## src/hdl/mhpq_pkg.sv

```systemverilog
// Shared types and constants of the max-heap priority queue.
// Used by the channel interfaces, the heap engine, the top level and the checker.
package mhpq_pkg;

	localparam int VALUE_W = 32;
	localparam int TOTAL_W = 7;

	localparam logic FN_INSERT = 1'b0;
	localparam logic FN_REMOVE = 1'b1;

	typedef enum logic [1:0] {
		ST_OK    = 2'd0,
		ST_FULL  = 2'd1,
		ST_EMPTY = 2'd2
	} status_t;

	typedef struct packed {
		logic                      func;
		logic signed [VALUE_W-1:0] value;
	} cmd_t;

	typedef struct packed {
		logic signed [VALUE_W-1:0] removed_value;
		logic signed [VALUE_W-1:0] top_value;
		logic [TOTAL_W-1:0]        entry_total;
		status_t                   status;
	} result_t;

endpackage

```

## src/hdl/mhpq_ifs.sv

```systemverilog
// Valid/ready channel interfaces for the request and response words of the queue.
// Depends on mhpq_pkg for field widths and the status type.
interface mhpq_req_if import mhpq_pkg::*; ();
	logic                      valid;
	logic                      ready;
	logic                      func;
	logic signed [VALUE_W-1:0] value;

	modport source (output valid, output func, output value, input ready);
	modport sink (input valid, input func, input value, output ready);
endinterface

interface mhpq_rsp_if import mhpq_pkg::*; ();
	logic                      valid;
	logic                      ready;
	logic signed [VALUE_W-1:0] removed_value;
	logic signed [VALUE_W-1:0] top_value;
	logic [TOTAL_W-1:0]        entry_total;
	status_t                   status;

	modport source (output valid, output removed_value, output top_value,
		output entry_total, output status, input ready);
	modport sink (input valid, input removed_value, input top_value,
		input entry_total, input status, output ready);
endinterface

```

## src/hdl/mhpq_engine.sv

```systemverilog
// Heap engine: heap memory, fill count and the sift sequencer around one shared
// signed comparator. Depends on mhpq_pkg for the command and result structs.
module mhpq_engine import mhpq_pkg::*; #(
	parameter int CAPACITY = 64
) (
	input  logic    clk,
	input  logic    arst_n,
	input  logic    start,
	input  cmd_t    cmd,
	output logic    idle,
	output logic    res_valid,
	input  logic    res_take,
	output result_t res
);

	localparam int CW = $clog2(CAPACITY + 1);
	localparam int AW = $clog2(CAPACITY);
	localparam int IW = CW + 1;
	localparam logic [CW-1:0] CAP_CNT = CW'(CAPACITY);

	typedef enum logic [8:0] {
		S_IDLE    = 9'b000000001,
		S_UP_RD   = 9'b000000010,
		S_UP_CMP  = 9'b000000100,
		S_DN_LAST = 9'b000001000,
		S_DN_RDL  = 9'b000010000,
		S_DN_RDR  = 9'b000100000,
		S_DN_CMP  = 9'b001000000,
		S_WR      = 9'b010000000,
		S_DONE    = 9'b100000000
	} state_t;

	state_t                    state_q, state_d;
	logic [CW-1:0]             count_q;
	logic [AW-1:0]             pos_q;
	logic signed [VALUE_W-1:0] cur_q, best_q, left_q, root_q, rdata_q, removed_q;
	logic                      lgt_q, rvld_q;
	status_t                   status_q;

	logic signed [VALUE_W-1:0] heap_mem [CAPACITY];

	logic [AW-1:0]             parent_idx, last_idx, raddr;
	logic [IW-1:0]             l_idx, r_idx;
	logic                      l_ok, r_ok;
	logic                      re, we, gt;
	logic signed [VALUE_W-1:0] wdata, cmp_a, cmp_b;

	assign parent_idx = AW'((pos_q - 1'b1) >> 1);
	assign last_idx   = AW'(count_q - 1'b1);
	assign l_idx      = IW'({pos_q, 1'b1});
	assign r_idx      = l_idx + 1'b1;
	assign l_ok       = l_idx < IW'(count_q);
	assign r_ok       = r_idx < IW'(count_q);

	always_comb begin
		cmp_a = cur_q;
		cmp_b = rdata_q;
		unique case (state_q)
			S_DN_RDR: begin
				cmp_a = rdata_q;
				cmp_b = cur_q;
			end
			S_DN_CMP: begin
				cmp_a = rdata_q;
				cmp_b = best_q;
			end
			default: begin
				cmp_a = cur_q;
				cmp_b = rdata_q;
			end
		endcase
	end

	assign gt = cmp_a > cmp_b;

	always_comb begin
		state_d = state_q;
		re      = 1'b0;
		raddr   = '0;
		we      = 1'b0;
		wdata   = cur_q;
		unique case (state_q)
			S_IDLE: begin
				if (start) begin
					if (cmd.func == FN_INSERT) begin
						if (count_q == CAP_CNT) begin
							state_d = S_DONE;
						end else if (count_q == '0) begin
							state_d = S_WR;
						end else begin
							state_d = S_UP_RD;
						end
					end else begin
						if (count_q == '0 || count_q == CW'(1)) begin
							state_d = S_DONE;
						end else begin
							re      = 1'b1;
							raddr   = last_idx;
							state_d = S_DN_LAST;
						end
					end
				end
			end
			S_UP_RD: begin
				re      = 1'b1;
				raddr   = parent_idx;
				state_d = S_UP_CMP;
			end
			S_UP_CMP: begin
				if (gt) begin
					we      = 1'b1;
					wdata   = rdata_q;
					state_d = (parent_idx == '0) ? S_WR : S_UP_RD;
				end else begin
					state_d = S_WR;
				end
			end
			S_DN_LAST: begin
				state_d = S_DN_RDL;
			end
			S_DN_RDL: begin
				if (l_ok) begin
					re      = 1'b1;
					raddr   = AW'(l_idx);
					state_d = S_DN_RDR;
				end else begin
					state_d = S_WR;
				end
			end
			S_DN_RDR: begin
				if (r_ok) begin
					re    = 1'b1;
					raddr = AW'(r_idx);
				end
				state_d = S_DN_CMP;
			end
			S_DN_CMP: begin
				if (rvld_q && gt) begin
					we      = 1'b1;
					wdata   = rdata_q;
					state_d = S_DN_RDL;
				end else if (lgt_q) begin
					we      = 1'b1;
					wdata   = left_q;
					state_d = S_DN_RDL;
				end else begin
					state_d = S_WR;
				end
			end
			S_WR: begin
				we      = 1'b1;
				state_d = S_DONE;
			end
			S_DONE: begin
				if (res_take) begin
					state_d = S_IDLE;
				end
			end
			default: begin
				state_d = S_IDLE;
			end
		endcase
	end

	always_ff @(posedge clk or negedge arst_n) begin
		if (!arst_n) begin
			state_q <= S_IDLE;
			count_q <= '0;
		end else begin
			state_q <= state_d;
			if (state_q == S_IDLE && start) begin
				if (cmd.func == FN_INSERT && count_q != CAP_CNT) begin
					count_q <= count_q + 1'b1;
				end else if (cmd.func == FN_REMOVE && count_q != '0) begin
					count_q <= count_q - 1'b1;
				end
			end
		end
	end

	always_ff @(posedge clk) begin
		unique case (state_q)
			S_IDLE: begin
				if (start) begin
					removed_q <= '0;
					status_q  <= ST_OK;
					cur_q     <= cmd.value;
					if (cmd.func == FN_INSERT) begin
						pos_q <= AW'(count_q);
						if (count_q == CAP_CNT) begin
							status_q <= ST_FULL;
						end
					end else begin
						pos_q <= '0;
						if (count_q == '0) begin
							status_q <= ST_EMPTY;
						end else begin
							removed_q <= root_q;
						end
					end
				end
			end
			S_UP_CMP: begin
				if (gt) begin
					pos_q <= parent_idx;
				end
			end
			S_DN_LAST: begin
				cur_q <= rdata_q;
			end
			S_DN_RDR: begin
				left_q <= rdata_q;
				lgt_q  <= gt;
				best_q <= gt ? rdata_q : cur_q;
				rvld_q <= r_ok;
			end
			S_DN_CMP: begin
				if (rvld_q && gt) begin
					pos_q <= AW'(r_idx);
				end else if (lgt_q) begin
					pos_q <= AW'(l_idx);
				end
			end
			default: begin
			end
		endcase
	end

	always_ff @(posedge clk) begin
		if (we) begin
			heap_mem[pos_q] <= wdata;
		end
		if (re) begin
			rdata_q <= heap_mem[raddr];
		end
	end

	always_ff @(posedge clk) begin
		if (we && pos_q == '0) begin
			root_q <= wdata;
		end
	end

	assign idle              = state_q == S_IDLE;
	assign res_valid         = state_q == S_DONE;
	assign res.removed_value = removed_q;
	assign res.top_value     = (count_q != '0) ? root_q : '0;
	assign res.entry_total   = TOTAL_W'(count_q);
	assign res.status        = status_q;

endmodule

```

## src/hdl/max_heap_priority_queue_top.sv

```systemverilog
// Top level of the max-heap priority queue: request and response channels,
// response output register and the heap engine. Depends on mhpq_pkg and mhpq_ifs.
//
// Each request word either inserts value (func insert) or removes the maximum
// (func remove); every request gives exactly one response word with the removed
// maximum, the new top, the entry count and a status of ok, full or empty.
// The block takes one request at a time: req.ready is high only while the
// engine is idle. An insert moves its value up level by level until it reaches
// the root or stops under a larger parent; a remove moves the last entry down
// from the root until it ends at a leaf or stops above one. A full insert, an
// empty remove or a remove of the only entry skips the sift. The steps are
// paced by the single heap memory port pair and the one comparator shared by
// all steps. The response word becomes valid in the same cycle in which the
// next request can be taken.
// The response sits in an output register; a new request is accepted while it
// waits, and the engine holds its finished word until the register frees up.
// Reset empties the queue at once; the heap memory needs no clearing.
module max_heap_priority_queue_top import mhpq_pkg::*; #(
	parameter int CAPACITY = 64
) (
	input logic        clk,
	input logic        arst_n,
	mhpq_req_if.sink   req,
	mhpq_rsp_if.source rsp
);

	cmd_t    cmd;
	result_t res;
	logic    eng_idle, res_valid, res_take, start;
	logic    out_valid_q;
	result_t out_q;

	assign cmd.func  = req.func;
	assign cmd.value = req.value;
	assign req.ready = eng_idle;
	assign start     = req.valid && eng_idle;
	assign res_take  = !out_valid_q || rsp.ready;

	mhpq_engine #(
		.CAPACITY(CAPACITY)
	) u_engine (
		.clk      (clk),
		.arst_n   (arst_n),
		.start    (start),
		.cmd      (cmd),
		.idle     (eng_idle),
		.res_valid(res_valid),
		.res_take (res_take),
		.res      (res)
	);

	always_ff @(posedge clk or negedge arst_n) begin
		if (!arst_n) begin
			out_valid_q <= 1'b0;
		end else if (res_valid && res_take) begin
			out_valid_q <= 1'b1;
		end else if (rsp.ready) begin
			out_valid_q <= 1'b0;
		end
	end

	always_ff @(posedge clk) begin
		if (res_valid && res_take) begin
			out_q <= res;
		end
	end

	assign rsp.valid         = out_valid_q;
	assign rsp.removed_value = out_q.removed_value;
	assign rsp.top_value     = out_q.top_value;
	assign rsp.entry_total   = out_q.entry_total;
	assign rsp.status        = out_q.status;

endmodule

```

## src/flat_wrapper.sv

```systemverilog
// flat-port wrapper written by rule: the top's interface ports become plain ports
module max_heap_priority_queue_top_flat import mhpq_pkg::*;
#(
	parameter int CAPACITY = 64
)
  (clk, arst_n, req_valid, req_func, req_value, req_ready, rsp_valid, rsp_removed_value, rsp_top_value, rsp_entry_total, rsp_status, rsp_ready);
  mhpq_req_if req_i ();
  mhpq_rsp_if rsp_i ();
  input logic clk;
  input logic arst_n;
  input wire logic [$bits(req_i.valid)-1:0] req_valid;
  input wire logic [$bits(req_i.func)-1:0] req_func;
  input wire logic [$bits(req_i.value)-1:0] req_value;
  output wire logic [$bits(req_i.ready)-1:0] req_ready;
  output wire logic [$bits(rsp_i.valid)-1:0] rsp_valid;
  output wire logic [$bits(rsp_i.removed_value)-1:0] rsp_removed_value;
  output wire logic [$bits(rsp_i.top_value)-1:0] rsp_top_value;
  output wire logic [$bits(rsp_i.entry_total)-1:0] rsp_entry_total;
  output wire logic [$bits(rsp_i.status)-1:0] rsp_status;
  input wire logic [$bits(rsp_i.ready)-1:0] rsp_ready;
  assign req_i.valid = req_valid;
  assign req_i.func = req_func;
  assign req_i.value = req_value;
  assign req_ready = req_i.ready;
  assign rsp_valid = rsp_i.valid;
  assign rsp_removed_value = rsp_i.removed_value;
  assign rsp_top_value = rsp_i.top_value;
  assign rsp_entry_total = rsp_i.entry_total;
  assign rsp_status = rsp_i.status;
  assign rsp_i.ready = rsp_ready;
  max_heap_priority_queue_top #(.CAPACITY(CAPACITY)) u_core (.clk(clk), .arst_n(arst_n), .req(req_i), .rsp(rsp_i));
endmodule
```

## config.mk

```make
export PLATFORM = sky130hd
export DESIGN_NAME = max_heap_priority_queue_top_flat
export DESIGN_NICKNAME = d
export VERILOG_FILES = /design/src/hdl/mhpq_pkg.sv /design/src/hdl/mhpq_ifs.sv /design/src/hdl/mhpq_engine.sv /design/src/hdl/max_heap_priority_queue_top.sv /design/src/flat_wrapper.sv
export SDC_FILE = /design/constraint.sdc
export NUM_CORES = 2
export LEC_CHECK = 0
export ABC_AREA = 1
export BUFFER_PORTS_ARGS = -buffer_cell sky130_fd_sc_hd__buf_2
export CORE_UTILIZATION = 30
export DETAILED_ROUTE_END_ITERATION = 16
export RECOVER_POWER = 100
export SLEW_MARGIN = 20
export SYNTH_ARGS = -nofsm -noshare
export SYNTH_HDL_FRONTEND = slang
export SYNTH_SLANG_ARGS = --single-unit
```

## constraint.sdc

```tcl
create_clock -name clk -period 6 [get_ports clk]
set_input_delay 1.5 -clock clk [delete_from_list [all_inputs] [get_ports clk]]
set_output_delay 1.5 -clock clk [all_outputs]
set_load 0.005 [all_outputs]
```

==> metrics <==
CTS tree yes; PD cells 463 nW/µm²; Slew Viols, Final 333; CP Capture Type flop; hold violation count in the final report 0; Clock Sinks 2340; post-route cell area 115000 µm²; die width 580 µm; post-synthesis cell count 9127; FILL cells 32600; Vias 71100; min-delay src u_core.u_engine.status_q[1]; Worst-Skew Late Latency 0.94 ns; initial drt markers 9442; worst hold path type flop to flop; worst reg2reg path depth 18; Leakage 42.6 nW; skew final 0.121 ns; post-synthesis sequential area ratio 0.700; hold depth 0; slowest CP cell inv_2; Max FO, Critical Path 24; Yosys Warn Count 0; Req. time, crit path 6.61 ns; CP Cell Sequence inv_1 -> ha_1 -> ha_1 -> nand2_1 -> inv_1 -> nand2_1 -> nand2_1 -> nand2_1 -> nand3_1 -> nor3_1 -> nor2_1 -> inv_2 -> clkbuf_2 -> nand3_1 -> nand3_1 -> nand2_1 -> nand2_1 -> nand2_1; r2r startpoint u_core.u_engine.pos_q[0]; CP most frequent cell nand2_1; vias in the first global route 65900; Worst Path Arrival 6.52 ns; fin crit period 5.91 ns; placed instance area 109000 µm²; Initial Util 0.303; Routed Antenna Nets 0; RSZ-0062 raised after global routing false; Max Cap Viol 8; violated checks capacitance limit, slew limit; PortBufs 111; async set-or-reset flop fraction in the synthesized netlist 0.00726; initial antenna violation count 11; area delta synth->final 14.7%; post-detail-place hpwl 193 mm; drt via density 5.15; CTS root buf clkbuf_16; outcome finished, violations left; most common cell after layout, fill and taps aside nand2_1; share of layout cells above drive strength 1 0.0881; EDFF count, synth 2323; wire per inst 24.2 µm; Synthesized Nets 9214; Slew HR -1.68; ys flop type edfxtp_1; slowest stage delay, CP 0.89 ns; Mapped Avg Cell Area 11.0 µm²; Detailed Routing Iterations Pass 1 8; Nets 9327; GRT Resource Usage Total 0.192; final WL 334 mm; CTS Buf Count 234; global-route wire length before repair 476 mm; clk buf depth 4; Least-Margin Pin Slew 4.03 ns; f_max 0.169 GHz; I/O pin count 112; crit path kind flop to flop; Die Area 337000 µm²; R2R Path End u_core.u_engine.rdata_q[9]; routability-driven placement congestion ratio 0.908; final setup fails 0; reg-to-reg setup timing slack 0.09 ns; hold_ws 0.391 ns; library cells used by synthesis 44; Post-CTS Setup Bufs 0; grt total ovfl 0; CP Launch Type flop; Peak VDD IR 386 µV; Post-Syn Area 100000 µm²; most frequent cells in the layout nand2_1 (3079), edfxtp_1 (2323), nand3_1 (1871), inv_1 (460), clkbuf_16 (237); largest net degree at the start of global routing 117; fin crit share 0.985; num rows 211; post-synthesis register bit count 2340; Clock transition at path regs 0.06 ns; drt drc 0; WHS Endpoint u_core.rsp.status[1]; Die H 580 µm; hold buffers post-CTS 0; CTS H-tree depth 4; Core ar. 332000 µm²
==> registers in the layout, summed over array words and instances (netlist names) <==
name	cells
u_core.rsp.top_value	32
u_core.u_engine.rdata_q	32
u_core.u_engine.heap_mem	2048
u_core.rsp.status	2
u_core.u_engine.status_q	2
u_core.rsp.entry_total	7
u_core.u_engine.pos_q	6
u_core.rsp.valid	1
u_core.rsp.removed_value	32
u_core.u_engine.state_q	9
u_core.u_engine.left_q	32
u_core.u_engine.removed_q	32
u_core.u_engine.count_q	7
u_core.u_engine.lgt_q	1
u_core.u_engine.root_q	32
u_core.u_engine.cur_q	32
u_core.u_engine.best_q	32
u_core.u_engine.rvld_q	1
==> power breakdown <==
| group | internal [mW] | leakage [nW] | switching, mW |
|---|---|---|---|
| clock | 7.97 | 3.56 | 6.37 |
| combinational | 4.13 | 17.9 | 13.4 |
| sequential | 20.7 | 21.1 | 0.748 |
==> repair_timing <==
action / CTS / global route
resized for setup: 0 / 3
endpoints found under the setup margin: 0 / 212
endpoints found under the hold margin: 0 / 0
==> per-stage QoR <==
stage,setup TNS (ns),total power [mW],utilization,setup slack (ns),instances
2_1_floorplan,-422.37,30.9,-,-0.173,9127
3_3_place_gp,0,39.0,0.328,0.254,13400
3_5_place_dp,0,39.1,0.328,0.367,13400
4_1_cts,0,53.3,0.350,0.253,13800
5_1_grt,0,55.1,0.347,0.0192,13800
6_report,0,53.3,0.347,0.0894,13800
==> worst max path at each step <==
| stage | startpoint | to |
|---|---|---|
| global route | u_core.u_engine.state_q[2] | u_core.u_engine.heap_mem[1][16] |
| CTS | u_core.u_engine.state_q[2] | u_core.u_engine.heap_mem[3][7] |
| global placement | u_core.u_engine.state_q[2] | u_core.u_engine.heap_mem[3][18] |
| detailed placement | u_core.u_engine.state_q[2] | u_core.u_engine.heap_mem[3][16] |
| floorplan | u_core.u_engine.state_q[2] | u_core.u_engine.heap_mem[0][0] |
| finish | u_core.u_engine.pos_q[0] | u_core.u_engine.rdata_q[9] |
==> cells by family after synthesis <==
| logic type | Yosys count | share of synthesized area |
|---|---|---|
| AOI/OAI and AO/OA | 302 | 0.0175 |
| xor gates and xnor gates | 13 | 0.00114 |
| adders and majority gates | 50 | 0.00624 |
| buffers and inverters | 1045 | 0.0444 |
| DFF | 2340 | 0.700 |
| and+or+nand+nor | 5377 | 0.231 |
==> critical path: cells and delay by family, from the launching register on <==
kind	cells	cell delay, ns
buf+inv	4	2.03
simple gates	12	1.96
fa+ha+maj	2	1.00
flops	1	0.56
==> synth_stat cells, drive strengths merged (2+ instances only) <==
master  instances  share of area
nand2        3086           0.12
edfxtp       2323           0.70
nand3        1887          0.094
inv           473          0.018
buf           368          0.019
nor2          234         0.0092
clkbuf        204         0.0077
o21ai         196         0.0098
nand3b        116         0.0087
ha             50         0.0062
nand4          34         0.0021
a221oi         31         0.0027
a21oi          29         0.0016
o211ai         23         0.0018
dfrtp          16         0.0040
nor3           15        0.00086
o21a           14         0.0010
xor2           10        0.00087
xnor2           3        0.00026
a31oi           2        0.00012
and3            2        0.00012
nor4            2        0.00012
o221ai          2        0.00017
==> layer usage <==
| metal | up-vias | global-route usage | routed length (µm) |
|---|---|---|---|
| met4 | 2 | 0.0899 | 17400 |
| met3 | 633 | 0.0357 | 34900 |
| met1 | 34800 | 0.260 | 134000 |
| li1 | 31800 | - | - |
| met2 | 3893 | 0.297 | 149000 |
| met5 | - | 0 | 13 |
==> area by class of cell <==
class	instances	area, µm²	area share
Clock inverter	140	1200	0.0104
Multi-Input combinational cell	5742	26300	0.228
Timing Repair Buffer	449	4070	0.0353
Antenna cell	11	27.5	0.000239
Inverter	473	1780	0.0155
Tap cell	4366	5460	0.0475
Sequential cell	2340	70200	0.610
Clock buffer	276	6080	0.0528
Note: power is estimated with default switching activity, not from simulation.
